--- config.mk ---
export PLATFORM = sky130hd
export DESIGN_NAME = identifier_name_validator_core
export DESIGN_NICKNAME = d
export VERILOG_FILES = /design/src/rtl/core/idv_pkg.sv /design/src/rtl/core/idv_char_class.sv /design/src/rtl/core/idv_kw_match.sv /design/src/rtl/core/identifier_name_validator_core.sv
export SDC_FILE = /design/constraint.sdc
export NUM_CORES = 1
export LEC_CHECK = 0
export BUFFER_PORTS_ARGS = -buffer_cell sky130_fd_sc_hd__buf_2
export CELL_PAD_IN_SITES_DETAIL_PLACEMENT = 1
export CELL_PAD_IN_SITES_GLOBAL_PLACEMENT = 2
export CORE_MARGIN = 4
export CORE_UTILIZATION = 40
export CTS_CLUSTER_SIZE = 8
export DETAILED_ROUTE_END_ITERATION = 8
export PLACE_DENSITY = 0.91
export SETUP_SLACK_MARGIN = 0.15
export SLEW_MARGIN = 15
export SYNTH_ARGS = -nofsm -noshare
export SYNTH_HDL_FRONTEND = slang
export SYNTH_SLANG_ARGS = --single-unit
--- constraint.sdc ---
create_clock -name clk_i -period 4.8 [get_ports clk_i]
set_input_delay 0.48 -clock clk_i [delete_from_list [all_inputs] [get_ports clk_i]]
set_output_delay 0.48 -clock clk_i [all_outputs]
set_load 0.02 [all_outputs]
--- src/rtl/core/idv_pkg.sv ---
// Shared types, constants and reserved-word tables for the identifier name validator.
`default_nettype none

package idv_pkg;

  localparam int unsigned DEF_KEYWORD_COUNT = 19;
  localparam int unsigned MAX_KEYWORD_LEN   = 13;
  localparam int unsigned POS_W             = 4;
  localparam int unsigned CHAR_W            = 8;
  localparam int unsigned KW_INDEX_W        = 5;
  localparam int unsigned KW_TEXT_W         = 128;

  localparam logic [CHAR_W-1:0] CHAR_DOT   = 8'h2E;
  localparam logic [CHAR_W-1:0] CHAR_UNDER = 8'h5F;

  typedef enum logic [2:0] {
    REASON_OK        = 3'd0,
    REASON_BAD_FIRST = 3'd1,
    REASON_DOT_DIGIT = 3'd2,
    REASON_BAD_LATER = 3'd3,
    REASON_RESERVED  = 3'd4
  } reason_e;

  typedef struct packed {
    logic is_zero;
    logic is_letter;
    logic is_digit;
    logic is_dot;
    logic is_under;
  } char_class_t;

  // Reserved word text, right-justified: the last character sits in the low byte.
  function automatic logic [KW_TEXT_W-1:0] kw_text(input logic [KW_INDEX_W-1:0] k);
    case (k)
      5'd0:    return KW_TEXT_W'("NULL");
      5'd1:    return KW_TEXT_W'("NA");
      5'd2:    return KW_TEXT_W'("TRUE");
      5'd3:    return KW_TEXT_W'("FALSE");
      5'd4:    return KW_TEXT_W'("Inf");
      5'd5:    return KW_TEXT_W'("NaN");
      5'd6:    return KW_TEXT_W'({"NA", "_integer_"});
      5'd7:    return KW_TEXT_W'({"NA", "_real_"});
      5'd8:    return KW_TEXT_W'({"NA", "_character_"});
      5'd9:    return KW_TEXT_W'({"NA", "_complex_"});
      5'd10:   return KW_TEXT_W'("function");
      5'd11:   return KW_TEXT_W'("while");
      5'd12:   return KW_TEXT_W'("repeat");
      5'd13:   return KW_TEXT_W'("for");
      5'd14:   return KW_TEXT_W'("if");
      5'd15:   return KW_TEXT_W'("in");
      5'd16:   return KW_TEXT_W'("else");
      5'd17:   return KW_TEXT_W'("next");
      5'd18:   return KW_TEXT_W'("break");
      default: return '0;
    endcase
  endfunction

  function automatic logic [POS_W-1:0] kw_len(input logic [KW_INDEX_W-1:0] k);
    case (k)
      5'd0:    return 4'd4;
      5'd1:    return 4'd2;
      5'd2:    return 4'd4;
      5'd3:    return 4'd5;
      5'd4:    return 4'd3;
      5'd5:    return 4'd3;
      5'd6:    return 4'd11;
      5'd7:    return 4'd8;
      5'd8:    return 4'd13;
      5'd9:    return 4'd11;
      5'd10:   return 4'd8;
      5'd11:   return 4'd5;
      5'd12:   return 4'd6;
      5'd13:   return 4'd3;
      5'd14:   return 4'd2;
      5'd15:   return 4'd2;
      5'd16:   return 4'd4;
      5'd17:   return 4'd4;
      5'd18:   return 4'd5;
      default: return 4'd0;
    endcase
  endfunction

  // Character of word k at position pos; only meaningful when pos is below the length.
  function automatic logic [CHAR_W-1:0] kw_char(input logic [KW_INDEX_W-1:0] k,
                                                input logic [POS_W-1:0] pos);
    logic [KW_TEXT_W-1:0] text;
    logic [POS_W-1:0]     idx;
    text = kw_text(k);
    idx  = kw_len(k) - pos - POS_W'(1);
    return text[{idx, 3'b000} +: CHAR_W];
  endfunction

endpackage

`default_nettype wire

--- src/rtl/core/idv_char_class.sv ---
// ASCII character classification of one name byte.
`default_nettype none

module idv_char_class (
  input  logic [idv_pkg::CHAR_W-1:0] char_byte_i,
  output idv_pkg::char_class_t       cls_o
);

  always_comb begin
    cls_o.is_zero   = (char_byte_i == '0);
    cls_o.is_letter = ((char_byte_i >= 8'h41) && (char_byte_i <= 8'h5A)) ||
                      ((char_byte_i >= 8'h61) && (char_byte_i <= 8'h7A));
    cls_o.is_digit  = (char_byte_i >= 8'h30) && (char_byte_i <= 8'h39);
    cls_o.is_dot    = (char_byte_i == idv_pkg::CHAR_DOT);
    cls_o.is_under  = (char_byte_i == idv_pkg::CHAR_UNDER);
  end

endmodule

`default_nettype wire

--- src/rtl/core/idv_kw_match.sv ---
// Reserved-word candidate mask narrowing and final full-length match.
`default_nettype none

module idv_kw_match #(
  parameter int unsigned KEYWORD_COUNT = idv_pkg::DEF_KEYWORD_COUNT
) (
  input  logic [idv_pkg::CHAR_W-1:0] char_byte_i,
  input  logic [idv_pkg::POS_W-1:0]  position_i,
  input  logic [KEYWORD_COUNT-1:0]   cand_i,
  output logic [KEYWORD_COUNT-1:0]   cand_next_o,
  output logic                       reserved_hit_o
);

  localparam logic [idv_pkg::POS_W-1:0] MaxLen = idv_pkg::POS_W'(idv_pkg::MAX_KEYWORD_LEN);

  logic [KEYWORD_COUNT-1:0] full_match;

  for (genvar k = 0; k < KEYWORD_COUNT; k++) begin : g_kw
    localparam logic [idv_pkg::KW_INDEX_W-1:0] KwIdx = idv_pkg::KW_INDEX_W'(k);

    // A word stays a candidate only while every byte so far has matched it.
    assign cand_next_o[k] = cand_i[k] && (position_i < MaxLen) &&
                            (position_i < idv_pkg::kw_len(KwIdx)) &&
                            (idv_pkg::kw_char(KwIdx, position_i) == char_byte_i);

    assign full_match[k]  = cand_i[k] && (idv_pkg::kw_len(KwIdx) == position_i) &&
                            (position_i <= MaxLen);
  end

  assign reserved_hit_o = |full_match;

endmodule

`default_nettype wire

--- src/rtl/core/identifier_name_validator_core.sv ---
// Identifier name validator: input register, per-byte update logic and result register.
// Order: an accepted byte updates the name state as it leaves the input register; a zero
// byte writes its result into the result register. Throughput: one byte per cycle, set
// by the single input register stage, while no zero byte waits on a full, stalled result
// register. Reset: asynchronous active low; clears the name state, the keyword mask to
// all ones and both valid flags.
`default_nettype none

module identifier_name_validator_core #(
  parameter int unsigned KEYWORD_COUNT = idv_pkg::DEF_KEYWORD_COUNT
) (
  input  logic                       clk_i,
  input  logic                       rst_ni,
  input  logic                       in_valid_i,
  output logic                       in_stall_o,
  input  logic [idv_pkg::CHAR_W-1:0] char_byte_i,
  output logic                       out_valid_o,
  input  logic                       out_stall_i,
  output logic                       name_ok_o,
  output logic [2:0]                 reason_o
);

  localparam logic [idv_pkg::POS_W-1:0] PosMax = '1;

  // Input register
  logic                       s1_valid_q, s1_valid_d;
  logic [idv_pkg::CHAR_W-1:0] s1_byte_q;

  // Name state
  logic [idv_pkg::POS_W-1:0] pos_q, pos_d;
  idv_pkg::reason_e          err_q, err_d;
  logic                      lead_dot_q, lead_dot_d;
  logic [KEYWORD_COUNT-1:0]  cand_q, cand_d;

  // Result register
  logic             out_valid_q, out_valid_d;
  logic             name_ok_q;
  idv_pkg::reason_e reason_q;

  idv_pkg::char_class_t     cls;
  logic [KEYWORD_COUNT-1:0] cand_next;
  logic                     reserved_hit;
  logic                     s1_move;
  logic                     in_take;
  idv_pkg::reason_e         result_reason;

  idv_char_class u_char_class (
    .char_byte_i (s1_byte_q),
    .cls_o       (cls)
  );

  idv_kw_match #(
    .KEYWORD_COUNT (KEYWORD_COUNT)
  ) u_kw_match (
    .char_byte_i    (s1_byte_q),
    .position_i     (pos_q),
    .cand_i         (cand_q),
    .cand_next_o    (cand_next),
    .reserved_hit_o (reserved_hit)
  );

  // Only a terminating byte needs room in the result register.
  assign s1_move    = s1_valid_q && (!cls.is_zero || !out_valid_q || !out_stall_i);
  assign in_stall_o = s1_valid_q && !s1_move;
  assign in_take    = in_valid_i && !in_stall_o;

  always_comb begin
    result_reason = err_q;
    if (err_q == idv_pkg::REASON_OK) begin
      if (pos_q == '0) begin
        result_reason = idv_pkg::REASON_BAD_FIRST;
      end else if (reserved_hit) begin
        result_reason = idv_pkg::REASON_RESERVED;
      end
    end
  end

  always_comb begin
    s1_valid_d  = s1_valid_q;
    out_valid_d = out_valid_q;
    pos_d       = pos_q;
    err_d       = err_q;
    lead_dot_d  = lead_dot_q;
    cand_d      = cand_q;

    if (in_take) begin
      s1_valid_d = 1'b1;
    end else if (s1_move) begin
      s1_valid_d = 1'b0;
    end

    if (out_valid_q && !out_stall_i) begin
      out_valid_d = 1'b0;
    end

    if (s1_move) begin
      if (cls.is_zero) begin
        out_valid_d = 1'b1;
        pos_d       = '0;
        err_d       = idv_pkg::REASON_OK;
        lead_dot_d  = 1'b0;
        cand_d      = '1;
      end else begin
        // The first error found is kept until the name ends.
        if (err_q == idv_pkg::REASON_OK) begin
          if (pos_q == '0) begin
            if (cls.is_dot) begin
              lead_dot_d = 1'b1;
            end else if (!cls.is_letter) begin
              err_d = idv_pkg::REASON_BAD_FIRST;
            end
          end else if ((pos_q == idv_pkg::POS_W'(1)) && lead_dot_q && cls.is_digit) begin
            err_d = idv_pkg::REASON_DOT_DIGIT;
          end else if (!(cls.is_letter || cls.is_digit || cls.is_dot || cls.is_under)) begin
            err_d = idv_pkg::REASON_BAD_LATER;
          end
        end
        cand_d = cand_next;
        if (pos_q != PosMax) begin
          pos_d = pos_q + idv_pkg::POS_W'(1);
        end
      end
    end
  end

  always_ff @(posedge clk_i or negedge rst_ni) begin
    if (!rst_ni) begin
      s1_valid_q  <= 1'b0;
      out_valid_q <= 1'b0;
      pos_q       <= '0;
      err_q       <= idv_pkg::REASON_OK;
      lead_dot_q  <= 1'b0;
      cand_q      <= '1;
    end else begin
      s1_valid_q  <= s1_valid_d;
      out_valid_q <= out_valid_d;
      pos_q       <= pos_d;
      err_q       <= err_d;
      lead_dot_q  <= lead_dot_d;
      cand_q      <= cand_d;
    end
  end

  always_ff @(posedge clk_i) begin
    if (in_take) begin
      s1_byte_q <= char_byte_i;
    end
    if (s1_move && cls.is_zero) begin
      name_ok_q <= (result_reason == idv_pkg::REASON_OK);
      reason_q  <= result_reason;
    end
  end

  assign out_valid_o = out_valid_q;
  assign name_ok_o   = name_ok_q;
  assign reason_o    = reason_q;

endmodule

`default_nettype wire
==> impl_results.html, run 1 <==
<table>
<tr><th>Metric</th><th>Value</th></tr>
<tr><th colspan="2">Detailed routing</th></tr>
<tr><td>Vias after detailed routing</td><td>around 5.2k</td></tr>
<tr><td>Average wire per standard cell</td><td>25.83 um</td></tr>
<tr><td>DRT Wirelength</td><td>18960 um</td></tr>
<tr><td>DR pass1 iterations</td><td>5</td></tr>
<tr><td>Starting DRT DRC Count</td><td>489</td></tr>
<tr><td>Antenna viol nets, final</td><td>0</td></tr>
<tr><td>DRC violations left</td><td>0</td></tr>
<tr><td>Via count normalized by instance count</td><td>7.090</td></tr>
<tr><th colspan="2">Floorplanning</th></tr>
<tr><td>Floorplan die width</td><td>117.4 um</td></tr>
<tr><td>Y dimension of the die</td><td>117.4 um</td></tr>
<tr><td>Initial core utilization</td><td>41.38%</td></tr>
<tr><td>Die area</td><td>~0.014 mm^2</td></tr>
<tr><td>Core area</td><td>0.01156 mm^2</td></tr>
<tr><td>I/O pin count</td><td>18</td></tr>
<tr><td>Num rows</td><td>39</td></tr>
<tr><th colspan="2">Critical path</th></tr>
<tr><td>Biggest fanout along the worst timing path</td><td>24</td></tr>
<tr><td>Length in cells of the worst reg-to-reg path</td><td>8</td></tr>
<tr><td>Critical-path cell list</td><td>inv_1, ha_1, ha_1, inv_1, nor4_2, xnor2_1, or4b_1, o31ai_1</td></tr>
<tr><td>Critical path required time</td><td>5.00 ns</td></tr>
<tr><td>CP max stage cell</td><td>sky130_fd_sc_hd__ha_1</td></tr>
<tr><td>Kind of launch point of the worst setup path</td><td>register</td></tr>
<tr><td>CP arrival</td><td>3.86 ns</td></tr>
<tr><td>Delay contributed by the slowest stage of the critical path</td><td>0.79 ns</td></tr>
<tr><td>Worst Setup End Kind</td><td>register</td></tr>
<tr><td>Worst setup path class</td><td>reg2reg</td></tr>
<tr><th colspan="2">Timing</th></tr>
<tr><td>Number of max-slew violations in the final report</td><td>0</td></tr>
<tr><td>Setup repair after global routing missed its margin</td><td>false</td></tr>
<tr><td>Post-Route Hold Slack</td><td>0.2435 ns</td></tr>
<tr><td>Time the worst path needs with I/O delays and setup</td><td>roughly 3.7 ns</td></tr>
<tr><td>Number of endpoints with negative hold slack in the final report</td><td>0</td></tr>
<tr><td>Worst-case headroom to the max-slew limit</td><td>28.55%</td></tr>
<tr><td>Worst path setup slack after routing</td><td>1.145 ns</td></tr>
<tr><td>Clock tree skew after final layout</td><td>0.006939 ns</td></tr>
<tr><td>Max Freq</td><td>273.6 MHz</td></tr>
<tr><td>Final setup vio count</td><td>0</td></tr>
<tr><td>Slew of the pin with the lowest slew margin</td><td>1.065 ns</td></tr>
<tr><td>Sum of negative setup slack</td><td>0 ns</td></tr>
<tr><td>Period utilization</td><td>between 70% and 80%</td></tr>
<tr><th colspan="2">Power and ir drop</th></tr>
<tr><td>Max rail drop VDD</td><td>260.3 uV</td></tr>
<tr><td>Standby leakage power</td><td>1.855 nW</td></tr>
<tr><td>Power per cell area</td><td>around 660 mW/mm^2</td></tr>
<tr><td>Power consumption</td><td>roughly 3.3 mW</td></tr>
<tr><th colspan="2">Clock tree</th></tr>
<tr><td>Post-CTS setup buffer count</td><td>0</td></tr>
<tr><td>Post-CTS clock slew at the launch and capture registers of the worst setup and hold paths</td><td>about 0.07 ns</td></tr>
<tr><td>Num Clock Sinks</td><td>40</td></tr>
<tr><td>Maximum count of clock buffers along a single path</td><td>2</td></tr>
<tr><td>TritonCTS clock tree</td><td>built</td></tr>
<tr><td>Clock latency on the worst-skew pair</td><td>0.29 ns</td></tr>
<tr><td>Maximum level of the CTS H-tree</td><td>2</td></tr>
<tr><td>Post-cts resize count</td><td>0</td></tr>
<tr><td>Clock root buffer master</td><td>sky130_fd_sc_hd__clkbuf_16</td></tr>
<tr><td>Hold-fix buffer count after cts</td><td>0</td></tr>
<tr><td>Total clock buffers created by CTS</td><td>5</td></tr>
<tr><th colspan="2">Logic synthesis</th></tr>
<tr><td>Top flip-flop cell by instance count after synthesis</td><td>sky130_fd_sc_hd__dfstp_2</td></tr>
<tr><td>Sequential share of the synthesized area</td><td>22.67%</td></tr>
<tr><td>Netlist area before placement</td><td>about 0.0048 mm^2</td></tr>
<tr><td>Cell count after synthesis</td><td>between 600 and 700</td></tr>
<tr><td>Dominant cells by area after synthesis</td><td>sky130_fd_sc_hd__dfstp_2, sky130_fd_sc_hd__edfxtp_1, sky130_fd_sc_hd__ha_1</td></tr>
<tr><td>Post-Syn Area per Cell</td><td>7.795 um^2</td></tr>
<tr><td>EDFF count, synth</td><td>12</td></tr>
<tr><td>Total of warnings raised by yosys</td><td>0</td></tr>
<tr><td>Fraction of post-synthesis cell area in the top cell type by area</td><td>10.43%</td></tr>
<tr><td>Number of synthesized register bits</td><td>40</td></tr>
<tr><td>Number of distinct library cells after synthesis</td><td>91</td></tr>
<tr><td>Post-Synthesis Net Count</td><td>648</td></tr>
<tr><td>Async set-reset flop share out of synthesis</td><td>between 70% and 80%</td></tr>
<tr><td>Leading area contributor after synthesis</td><td>sky130_fd_sc_hd__dfstp_2</td></tr>
<tr><th colspan="2">Global route</th></tr>
<tr><td>Gr usage total</td><td>between 20% and 30%</td></tr>
<tr><td>Antenna violations before repair</td><td>0</td></tr>
<tr><td>Global-route wire length before repair</td><td>approximately 30000 um</td></tr>
<tr><td>Maximum number of pins on one net before global-route repair</td><td>32</td></tr>
<tr><td>Number of global-route vias before repair</td><td>5232</td></tr>
<tr><td>Overflow left after global routing</td><td>0</td></tr>
<tr><th colspan="2">Finish</th></tr>
<tr><td>Layout overhead on the synthesized area</td><td>5.386%</td></tr>
<tr><td>Multi-input gate area in the final layout</td><td>around 0.0033 mm^2</td></tr>
<tr><td>Fill cell instance count of the final layout</td><td>1408</td></tr>
<tr><td>Final cell utilization of the core</td><td>approximately 44%</td></tr>
<tr><td>Post-route cell area</td><td>0.005044 mm^2</td></tr>
<tr><td>Count of placed standard cells in the final layout, fillers left out</td><td>734</td></tr>
<tr><td>Total inserted antenna cells</td><td>0</td></tr>
<tr><td>Storage cell area</td><td>0.001085 mm^2</td></tr>
<tr><td>Share of layout cells above drive strength 1</td><td>14.72%</td></tr>
<tr><td>Commonest cells after routing, fill and taps aside</td><td>sky130_fd_sc_hd__nand2_1, sky130_fd_sc_hd__a21oi_1, sky130_fd_sc_hd__nor2_1</td></tr>
<tr><td>Final net count</td><td>around 620</td></tr>
<tr><th colspan="2">Placement</th></tr>
<tr><td>Worst setup slack after placement</td><td>1.251 ns</td></tr>
<tr><td>I/O Buffers</td><td>17</td></tr>
<tr><td>Placed wire-length estimate</td><td>12970 um</td></tr>
<tr><td>Gpl congestion</td><td>0.9691</td></tr>
<tr><td>DP Area</td><td>0.004873 mm^2</td></tr>
<tr><td>Total instance count after detailed placement</td><td>726</td></tr>
<tr><th colspan="2">Status</th></tr>
<tr><td>Outcome</td><td>finished, final reports clean</td></tr>
<tr><th colspan="2">Run</th></tr>
<tr><td>Max capacitance violation total</td><td>0</td></tr>
<tr><th colspan="2">Min path</th></tr>
<tr><td>Class of the tightest hold or removal check</td><td>in2async</td></tr>
</table>
==> worst max-delay path, delay by kind of cell (launching register included) <==
kind	cells	cell delay, ns
AOI/OAI and AO/OA	1	0.22
buffers and inverters	2	0.55
adders and majority gates	2	1.08
DFF	1	0.73
xor gates and xnor gates	1	0.11
and+or+nand+nor	2	0.85
==> kinds of logic (layout without fill, tap and decap cells) <==
group	count (synthesis)	count (layout)	synth area share, %
xor+xnor	34	34	6.222
simple gates	213	213	24.63
fa+ha+maj	22	22	5.752
compound gates	206	206	30.61
buf+inv	89	66	7.869
flops	40	40	22.67
mux	10	10	2.248
==> synth_stat cells (17+ instances only) <==
cell,number
sky130_fd_sc_hd__nor3_1,20
sky130_fd_sc_hd__xnor2_1,29
sky130_fd_sc_hd__inv_1,26
sky130_fd_sc_hd__clkbuf_1,30
sky130_fd_sc_hd__o21ai_0,29
sky130_fd_sc_hd__dfstp_2,19
sky130_fd_sc_hd__buf_2,21
sky130_fd_sc_hd__ha_1,22
sky130_fd_sc_hd__a31oi_1,17
sky130_fd_sc_hd__nand3_1,22
sky130_fd_sc_hd__a21oi_1,41
sky130_fd_sc_hd__nor2_1,37
sky130_fd_sc_hd__nand2_1,41
==> power by group <==
part	leakage [nW]	internal, mW	switching (mW)
logic	1.35	0.821	1.64
clock network	0.0847	0.248	0.157
registers	0.420	0.385	0.0675
total	1.85	1.45	1.87
==> area by class of cell <==
cell class | instances | share of cell area [%]
multi-input combinational | 485 | 65.91
sequential | 40 | 21.51
tap | 143 | 3.548
timing repair buffer | 29 | 3.473
clock buffer | 5 | 2.481
inverter | 29 | 2.183
clock inverter | 3 | 0.8931
==> sequential cells by signal, summed over array words and instances, names as in the netlist <==
name         count
cand_q          19
err_q            2
lead_dot_q       1
name_ok_o        1
out_valid_o      1
pos_q            4
reason_o         3
s1_byte_q        8
s1_valid_q       1
==> layer usage <==
| metal | vias up | global-route usage (%) | part of all wire [%] |
|---|---|---|---|
| met2 | 264 | 43.75 | 46 |
| met5 | - | 0 | 0 |
| met1 | 2632 | 37.19 | 44 |
| li1 | 2268 | - | - |
| met3 | 40 | 3.850 | 7.5 |
| met4 | 0 | 7.991 | 2.4 |
==> final timing paths <==
path	startpoint	end	slack [ns]
max	pos_q[1]$_DFFE_PN0P_	cand_q[3]$_DFFE_PN1P_	1.15
min	rst_ni	pos_q[1]$_DFFE_PN0P_	0.24
min in group clk_i	char_byte_i[6]	s1_byte_q[6]$_DFFE_PP_	0.36
max reg2reg	pos_q[1]$_DFFE_PN0P_	cand_q[3]$_DFFE_PN1P_	1.15
min reg2reg	err_q[1]$_DFFE_PN0P_	reason_o[1]$_DFFE_PP_	0.47
max in group asynchronous	rst_ni	lead_dot_q$_DFFE_PN0P_	4.09
Power figures use the tool's default switching activity.
==> inputs of run 2 (changes only) <==
- CORE_UTILIZATION: 40 -> 35
- PLACE_DENSITY: 0.91 -> 0.85
- clock period: 4.8 -> 3.21 ns (I/O delays scaled with it)
==> run 2 against run 1 <==
  * Clock skew up 0.0077 ns
  * Utilization down 4.1 points
  * Setup slack worse by 0.94 ns
  * Sequential share of layout area down 0.84 points
==> impl_results.html, run 2 (same netlist as run 1, synthesis figures left out) <==
<table>
<tr><th>Metric</th><th>Value</th></tr>
<tr><th colspan="2">Status</th></tr>
<tr><td>Outcome</td><td>finished, final reports clean</td></tr>
<tr><th colspan="2">Placement</th></tr>
<tr><td>DP Area</td><td>0.005072 mm^2 (+4.1%)</td></tr>
<tr><td>Placed wire-length estimate</td><td>13860 um (+6.8%)</td></tr>
<tr><td>Total instance count after detailed placement</td><td>780 (+7.4%)</td></tr>
<tr><td>I/O Buffers</td><td>17 (unchanged)</td></tr>
<tr><td>Worst setup slack after placement</td><td>0.3560 ns (-0.8954 ns)</td></tr>
<tr><td>Gpl congestion</td><td>0.9184 (-5.2%)</td></tr>
<tr><th colspan="2">Timing</th></tr>
<tr><td>Slew of the pin with the lowest slew margin</td><td>0.7593 ns (-0.3053 ns)</td></tr>
<tr><td>Clock tree skew after final layout</td><td>0.01463 ns (+0.007689 ns)</td></tr>
<tr><td>Max Freq</td><td>333.2 MHz (+22%)</td></tr>
<tr><td>Final setup vio count</td><td>0 (unchanged)</td></tr>
<tr><td>Worst path setup slack after routing</td><td>0.2084 ns (-0.9369 ns)</td></tr>
<tr><td>Sum of negative setup slack</td><td>0 ns (unchanged)</td></tr>
<tr><td>Setup repair after global routing missed its margin</td><td>false</td></tr>
<tr><td>Number of endpoints with negative hold slack in the final report</td><td>0 (unchanged)</td></tr>
<tr><td>Worst-case headroom to the max-slew limit</td><td>49.38% (+21 points)</td></tr>
<tr><td>Post-Route Hold Slack</td><td>0.09110 ns (-0.1524 ns)</td></tr>
<tr><td>Number of max-slew violations in the final report</td><td>0 (unchanged)</td></tr>
<tr><td>Period utilization</td><td>93.51% (+17 points)</td></tr>
<tr><td>Time the worst path needs with I/O delays and setup</td><td>3.002 ns (-0.6531 ns)</td></tr>
<tr><th colspan="2">Global route</th></tr>
<tr><td>Antenna violations before repair</td><td>0 (unchanged)</td></tr>
<tr><td>Global-route wire length before repair</td><td>31030 um (+2.8%)</td></tr>
<tr><td>Gr usage total</td><td>24.74% (-2.2 points)</td></tr>
<tr><td>Maximum number of pins on one net before global-route repair</td><td>32 (unchanged)</td></tr>
<tr><td>Overflow left after global routing</td><td>0 (unchanged)</td></tr>
<tr><td>Number of global-route vias before repair</td><td>5365 (+2.5%)</td></tr>
<tr><th colspan="2">Floorplanning</th></tr>
<tr><td>Die area</td><td>0.01561 mm^2 (+13%)</td></tr>
<tr><td>Num rows</td><td>42 (+7.7%)</td></tr>
<tr><td>Core area</td><td>0.01330 mm^2 (+15%)</td></tr>
<tr><td>Y dimension of the die</td><td>124.9 um (+6.4%)</td></tr>
<tr><td>Floorplan die width</td><td>124.9 um (+6.4%)</td></tr>
<tr><td>I/O pin count</td><td>18 (unchanged)</td></tr>
<tr><td>Initial core utilization</td><td>36.00% (-5.4 points)</td></tr>
<tr><th colspan="2">Finish</th></tr>
<tr><td>Post-route cell area</td><td>0.005248 mm^2 (+4.0%)</td></tr>
<tr><td>Most flop-heavy register</td><td>cand_q</td></tr>
<tr><td>Fill cell instance count of the final layout</td><td>1633 (+16%)</td></tr>
<tr><td>Total inserted antenna cells</td><td>0 (unchanged)</td></tr>
<tr><td>Final net count</td><td>645 (+3.4%)</td></tr>
<tr><td>Max reg flops</td><td>19 (unchanged)</td></tr>
<tr><td>Layout overhead on the synthesized area</td><td>9.647%</td></tr>
<tr><td>Commonest cells after routing, fill and taps aside</td><td>sky130_fd_sc_hd__nand2_1, sky130_fd_sc_hd__a21oi_1, sky130_fd_sc_hd__nor2_1</td></tr>
<tr><td>Top flop regs</td><td>cand_q (19), s1_byte_q (8), pos_q (4)</td></tr>
<tr><td>Final cell utilization of the core</td><td>39.47% (-4.1 points)</td></tr>
<tr><td>Share of layout cells above drive strength 1</td><td>17.97% (+3.3 points)</td></tr>
<tr><td>Count of placed standard cells in the final layout, fillers left out</td><td>788 (+7.4%)</td></tr>
<tr><th colspan="2">Detailed routing</th></tr>
<tr><td>DR pass1 iterations</td><td>5 (unchanged)</td></tr>
<tr><td>Average wire per standard cell</td><td>24.99 um (-3.2%)</td></tr>
<tr><td>Via count normalized by instance count</td><td>6.626 (-6.5%)</td></tr>
<tr><td>Starting DRT DRC Count</td><td>601 (+23%)</td></tr>
<tr><td>DRT Wirelength</td><td>19700 um (+3.9%)</td></tr>
<tr><td>Antenna viol nets, final</td><td>0 (unchanged)</td></tr>
<tr><td>DRC violations left</td><td>0 (unchanged)</td></tr>
<tr><td>Vias after detailed routing</td><td>5221 (+0.33%)</td></tr>
<tr><th colspan="2">Power and ir drop</th></tr>
<tr><td>Power consumption</td><td>5.203 mW (+57%)</td></tr>
<tr><td>Standby leakage power</td><td>1.953 nW (+5.3%)</td></tr>
<tr><td>Sequential fraction of design power</td><td>12.6% (-1.0 points)</td></tr>
<tr><td>Internal</td><td>2.327 mW (+60%)</td></tr>
<tr><td>Sw Ratio</td><td>55.27% (-0.93 points)</td></tr>
<tr><td>Power per cell area</td><td>991.5 mW/mm^2 (+51%)</td></tr>
<tr><td>Portion of total power attributed to the clock network</td><td>11.8% (-0.4 points)</td></tr>
<tr><td>NetSw</td><td>2.876 mW (+54%)</td></tr>
<tr><td>Max rail drop VDD</td><td>306.6 uV (+18%)</td></tr>
<tr><td>Combinational power share</td><td>75.6% (+1.4 points)</td></tr>
<tr><th colspan="2">Clock tree</th></tr>
<tr><td>Clock latency on the worst-skew pair</td><td>0.29 ns (about the same)</td></tr>
<tr><td>Num Clock Sinks</td><td>40 (unchanged)</td></tr>
<tr><td>TritonCTS clock tree</td><td>built</td></tr>
<tr><td>Maximum count of clock buffers along a single path</td><td>2 (unchanged)</td></tr>
<tr><td>Maximum level of the CTS H-tree</td><td>2 (unchanged)</td></tr>
<tr><td>Clock root buffer master</td><td>sky130_fd_sc_hd__clkbuf_16</td></tr>
<tr><td>Total clock buffers created by CTS</td><td>5 (unchanged)</td></tr>
<tr><td>Post-CTS clock slew at the launch and capture registers of the worst setup and hold paths</td><td>0.08 ns (about the same)</td></tr>
<tr><td>Hold-fix buffer count after cts</td><td>0 (unchanged)</td></tr>
<tr><th colspan="2">Critical path</th></tr>
<tr><td>Kind of launch point of the worst setup path</td><td>register</td></tr>
<tr><td>Worst Setup End Kind</td><td>register</td></tr>
<tr><td>Biggest fanout along the worst timing path</td><td>31 (+29%)</td></tr>
<tr><td>Worst setup path class</td><td>reg2reg</td></tr>
<tr><td>Critical path required time</td><td>3.40 ns (-1.60 ns)</td></tr>
<tr><td>Length in cells of the worst reg-to-reg path</td><td>9 (+1)</td></tr>
<tr><td>CP arrival</td><td>3.19 ns (-0.67 ns)</td></tr>
<tr><th colspan="2">Min path</th></tr>
<tr><td>Class of the tightest hold or removal check</td><td>in2async</td></tr>
<tr><th colspan="2">Run</th></tr>
<tr><td>Max capacitance violation total</td><td>0 (unchanged)</td></tr>
</table>
## run 2: cell count changes in the layout (fill, tap and decap cells not counted), sizes merged
cell  change
buf      +21
## run 2: repair_timing
item                                    in CTS  in global routing
buffers inserted                             0                  0
gates resized for setup                      0                  2
endpoints found under the setup margin       0                  3
## run 2: power by group through the flow
stage / clock [mW] / sequential [mW] / combinational, mW
after floorplan: 0 / 0.631 / 2.74
after global placement: 0 / 0.658 / 3.74
after detailed placement: 0 / 0.662 / 3.81
after CTS: 0.609 / 0.653 / 3.84
after global routing: 0.639 / 0.663 / 4.22
final: 0.612 / 0.656 / 3.93
## run 2: final timing paths
path,startpoint,to,slack (ns)
hold reg to reg,cand_q[14]$_DFFE_PN1P_,cand_q[14]$_DFFE_PN1P_,0.47
max in group asynchronous,rst_ni,s1_valid_q$_DFFE_PN0P_,2.63
hold / removal,rst_ni,pos_q[2]$_DFFE_PN0P_,0.09
setup reg to reg,pos_q[2]$_DFFE_PN0P_,cand_q[8]$_DFFE_PN1P_,0.21
min in group clk_i,char_byte_i[6],s1_byte_q[6]$_DFFE_PP_,0.21
setup / recovery,pos_q[2]$_DFFE_PN0P_,cand_q[8]$_DFFE_PN1P_,0.21
## run 2: critical path, stage by stage (launching register included)
cell and delay [ns]:
sky130_fd_sc_hd__dfrtp_1 0.38, sky130_fd_sc_hd__buf_4 0.34, sky130_fd_sc_hd__ha_1 0.29, sky130_fd_sc_hd__nor2b_1 0.32, sky130_fd_sc_hd__o21ai_1 0.28, sky130_fd_sc_hd__buf_4 0.26
sky130_fd_sc_hd__nand2_1 0.15, sky130_fd_sc_hd__o21ai_0 0.16, sky130_fd_sc_hd__a2111o_1 0.43, sky130_fd_sc_hd__o31ai_1 0.27
## run 2: layout make-up
type / count / area [um^2] / area share (%)
repair buffers: 50 / 332.8 / 6.342
clock inverters: 3 / 45.04 / 0.8584
inverters: 29 / 110.1 / 2.098
multi-input cells: 485 / 3329 / 63.45
flip-flops and latches: 40 / 1085 / 20.67
well taps: 176 / 220.2 / 4.196
clock buffers: 5 / 125.1 / 2.384
## run 2: metal layers
layer / vias up / part of all wire (%) / global-route usage (%) / routed length (um)
met2: 226 / 46 / 39.50 / 9104
met5: - / 0 / 0 / 0
met1: 2629 / 43 / 33.16 / 8551
met3: 58 / 6.5 / 4.606 / 1280
li1: 2308 / - / - / -
met4: 0 / 3.9 / 9.949 / 760
==> inputs of run 3 (changes only) <==
- CORE_UTILIZATION: 35 -> 40
- PLACE_DENSITY: 0.85 -> 0.91
- SLEW_MARGIN: 15 -> 20
- clock period: 3.21 -> 3.7 ns (I/O delays scaled with it)
==> run 3 against run 2 <==
  * Worst hold slack improved by 0.052 ns
  * Register-to-register slack better by 0.27 ns
  * Via count is 1.5% lower
  * Largest power group unchanged
  * Critical endpoint is now cand_q[18]$_DFFE_PN1P_
  * Combinational power decreased by 16%
  * Critical path type unchanged
  * Flip-flop and latch count unchanged
==> impl_results.html, run 3 (same netlist as run 1, synthesis figures left out) <==
<table>
<tr><th>Metric</th><th>Value</th></tr>
<tr><th colspan="2">Detailed routing</th></tr>
<tr><td>DRT Wirelength</td><td>18990 um (-3.6%)</td></tr>
<tr><td>Via count normalized by instance count</td><td>6.893 (+4.0%)</td></tr>
<tr><td>DR pass1 iterations</td><td>5 (unchanged)</td></tr>
<tr><td>DRC violations left</td><td>0 (unchanged)</td></tr>
<tr><td>Vias after detailed routing</td><td>5142 (-1.5%)</td></tr>
<tr><td>Antenna viol nets, final</td><td>0 (unchanged)</td></tr>
<tr><td>Starting DRT DRC Count</td><td>519 (-14%)</td></tr>
<tr><td>Average wire per standard cell</td><td>25.45 um (+1.8%)</td></tr>
<tr><th colspan="2">Floorplanning</th></tr>
<tr><td>Num rows</td><td>39 (-7.1%)</td></tr>
<tr><td>Die area</td><td>0.01378 mm^2 (-12%)</td></tr>
<tr><td>Floorplan die width</td><td>117.4 um (-6.0%)</td></tr>
<tr><td>Y dimension of the die</td><td>117.4 um (-6.0%)</td></tr>
<tr><td>I/O pin count</td><td>18 (unchanged)</td></tr>
<tr><td>Core area</td><td>0.01156 mm^2 (-13%)</td></tr>
<tr><td>Initial core utilization</td><td>41.38% (+5.4 points)</td></tr>
<tr><th colspan="2">Finish</th></tr>
<tr><td>Commonest cells after routing, fill and taps aside</td><td>sky130_fd_sc_hd__nand2_1, sky130_fd_sc_hd__a21oi_1, sky130_fd_sc_hd__nor2_1</td></tr>
<tr><td>Post-route cell area</td><td>0.005135 mm^2 (-2.1%)</td></tr>
<tr><td>Max reg flops</td><td>19 (unchanged)</td></tr>
<tr><td>Total inserted antenna cells</td><td>0 (unchanged)</td></tr>
<tr><td>Top flop regs</td><td>cand_q (19), s1_byte_q (8), pos_q (4)</td></tr>
<tr><td>Most flop-heavy register</td><td>cand_q</td></tr>
<tr><td>Layout overhead on the synthesized area</td><td>7.294%</td></tr>
<tr><td>Share of layout cells above drive strength 1</td><td>16.42% (-1.6 points)</td></tr>
<tr><td>Final net count</td><td>636 (-1.4%)</td></tr>
<tr><td>Final cell utilization of the core</td><td>44.40% (+4.9 points)</td></tr>
<tr><th colspan="2">Critical path</th></tr>
<tr><td>Biggest fanout along the worst timing path</td><td>13 (-58%)</td></tr>
<tr><td>Worst Setup End Kind</td><td>register</td></tr>
<tr><td>Length in cells of the worst reg-to-reg path</td><td>7 (-2)</td></tr>
<tr><td>Kind of launch point of the worst setup path</td><td>register</td></tr>
<tr><td>Worst setup path class</td><td>reg2reg</td></tr>
<tr><td>CP arrival</td><td>3.42 ns (+0.23 ns)</td></tr>
<tr><td>Critical path required time</td><td>3.89 ns (+0.49 ns)</td></tr>
<tr><th colspan="2">Timing</th></tr>
<tr><td>Setup repair after global routing missed its margin</td><td>false</td></tr>
<tr><td>Number of max-slew violations in the final report</td><td>0 (unchanged)</td></tr>
<tr><td>Post-Route Hold Slack</td><td>0.1427 ns (+0.05159 ns)</td></tr>
<tr><td>Clock tree skew after final layout</td><td>0.007427 ns (-0.007201 ns)</td></tr>
<tr><td>Worst-case headroom to the max-slew limit</td><td>30.60% (-19 points)</td></tr>
<tr><td>Number of endpoints with negative hold slack in the final report</td><td>0 (unchanged)</td></tr>
<tr><td>Slew of the pin with the lowest slew margin</td><td>1.041 ns (+0.2817 ns)</td></tr>
<tr><td>Final setup vio count</td><td>0 (unchanged)</td></tr>
<tr><td>Time the worst path needs with I/O delays and setup</td><td>3.223 ns (+0.2216 ns)</td></tr>
<tr><td>Worst path setup slack after routing</td><td>0.4767 ns (+0.2684 ns)</td></tr>
<tr><td>Max Freq</td><td>310.2 MHz (-6.9%)</td></tr>
<tr><td>Period utilization</td><td>87.12% (-6.4 points)</td></tr>
<tr><td>Sum of negative setup slack</td><td>0 ns (unchanged)</td></tr>
<tr><th colspan="2">Global route</th></tr>
<tr><td>Number of global-route vias before repair</td><td>5219 (-2.7%)</td></tr>
<tr><td>Maximum number of pins on one net before global-route repair</td><td>33 (+3.1%)</td></tr>
<tr><td>Gr usage total</td><td>27.50% (+2.8 points)</td></tr>
<tr><td>Global-route wire length before repair</td><td>30130 um (-2.9%)</td></tr>
<tr><td>Overflow left after global routing</td><td>0 (unchanged)</td></tr>
<tr><td>Antenna violations before repair</td><td>0 (unchanged)</td></tr>
<tr><th colspan="2">Status</th></tr>
<tr><td>Outcome</td><td>finished, final reports clean</td></tr>
<tr><th colspan="2">Clock tree</th></tr>
<tr><td>Post-CTS setup buffer count</td><td>0 (unchanged)</td></tr>
<tr><td>Clock latency on the worst-skew pair</td><td>0.31 ns (+0.02 ns)</td></tr>
<tr><td>Total clock buffers created by CTS</td><td>5 (unchanged)</td></tr>
<tr><td>Post-CTS clock slew at the launch and capture registers of the worst setup and hold paths</td><td>0.07 ns (about the same)</td></tr>
<tr><td>Num Clock Sinks</td><td>40 (unchanged)</td></tr>
<tr><td>Maximum count of clock buffers along a single path</td><td>2 (unchanged)</td></tr>
<tr><td>Hold-fix buffer count after cts</td><td>0 (unchanged)</td></tr>
<tr><td>Post-cts resize count</td><td>0 (unchanged)</td></tr>
<tr><td>Maximum level of the CTS H-tree</td><td>2 (unchanged)</td></tr>
<tr><td>TritonCTS clock tree</td><td>built</td></tr>
<tr><td>Clock root buffer master</td><td>sky130_fd_sc_hd__clkbuf_16</td></tr>
<tr><th colspan="2">Placement</th></tr>
<tr><td>I/O Buffers</td><td>17 (unchanged)</td></tr>
<tr><td>Worst setup slack after placement</td><td>0.6317 ns (+0.2756 ns)</td></tr>
<tr><td>Placed wire-length estimate</td><td>13090 um (-5.5%)</td></tr>
<tr><td>Gpl congestion</td><td>0.9538 (+3.9%)</td></tr>
<tr><td>DP Area</td><td>0.004964 mm^2 (-2.1%)</td></tr>
<tr><th colspan="2">Min path</th></tr>
<tr><td>Class of the tightest hold or removal check</td><td>in2async</td></tr>
<tr><th colspan="2">Power and ir drop</th></tr>
<tr><td>Max rail drop VDD</td><td>387.8 uV (+26%)</td></tr>
<tr><td>Power per cell area</td><td>852.6 mW/mm^2 (-14%)</td></tr>
<tr><td>Standby leakage power</td><td>1.909 nW (-2.2%)</td></tr>
<tr><th colspan="2">Run</th></tr>
<tr><td>Max capacitance violation total</td><td>0 (unchanged)</td></tr>
</table>
## run 3: cell types whose count changed in the layout (fill, tap and decap cells not counted), sizes merged
cell | before | now
clkinvlp | 0 | 1
inv | 30 | 29
buf | 50 | 41
## run 3: worst paths after layout
kind,startpoint,endpoint,slack (ns)
setup reg to reg,pos_q[1]$_DFFE_PN0P_,cand_q[18]$_DFFE_PN1P_,0.48
hold reg to reg,cand_q[14]$_DFFE_PN1P_,cand_q[14]$_DFFE_PN1P_,0.47
hold / removal,rst_ni,pos_q[2]$_DFFE_PN0P_,0.14
min in group clk_i,char_byte_i[6],s1_byte_q[6]$_DFFE_PP_,0.24
max in group asynchronous,rst_ni,err_q[0]$_DFFE_PN0P_,3.08
setup / recovery,pos_q[1]$_DFFE_PN0P_,cand_q[18]$_DFFE_PN1P_,0.48
## run 3: layout make-up
| type | instances | area (um^2) |
|---|---|---|
| multi-input cells | 485 | 3324 |
| repair buffers | 41 | 265.3 |
| inverters | 29 | 110.1 |
| well taps | 143 | 178.9 |
| fillers | 1391 | 6430 |
| flip-flops and latches | 40 | 1085 |
| clock inverters | 3 | 46.29 |
| clock buffers | 5 | 125.1 |
## run 3: per-layer routing
layer  global-route usage, %  vias up  wire, um
li1                        -     2294         -
met1                   36.56     2544      8083
met2                   44.22      242      8714
met3                   4.668       62      1481
met4                   11.58        0       707
met5                       0        -         0
## run 3: through the flow
stage	instances	power [mW]
5_1_grt	746	4.692
6_report	746	4.378
2_1_floorplan	614	2.927
3_5_place_dp	738	3.737
4_1_cts	746	4.297
3_3_place_gp	738	3.634
## run 3: power breakdown
group	total [mW]	internal, mW	switching [mW]
Combinational	3.29	1.12	2.16
Sequential	0.548	0.501	0.0472
Clock	0.541	0.322	0.220
Total	4.38	1.95	2.43
## run 3: worst max-delay path, stage by stage, from the launching register on
cell,delay (ns)
sky130_fd_sc_hd__dfrtp_1,0.51
sky130_fd_sc_hd__inv_1,0.22
sky130_fd_sc_hd__ha_1,0.30
sky130_fd_sc_hd__nor2b_1,0.18
sky130_fd_sc_hd__o21ai_1,0.73
sky130_fd_sc_hd__nand3_1,0.45
sky130_fd_sc_hd__o32a_1,0.41
sky130_fd_sc_hd__o41ai_1,0.30
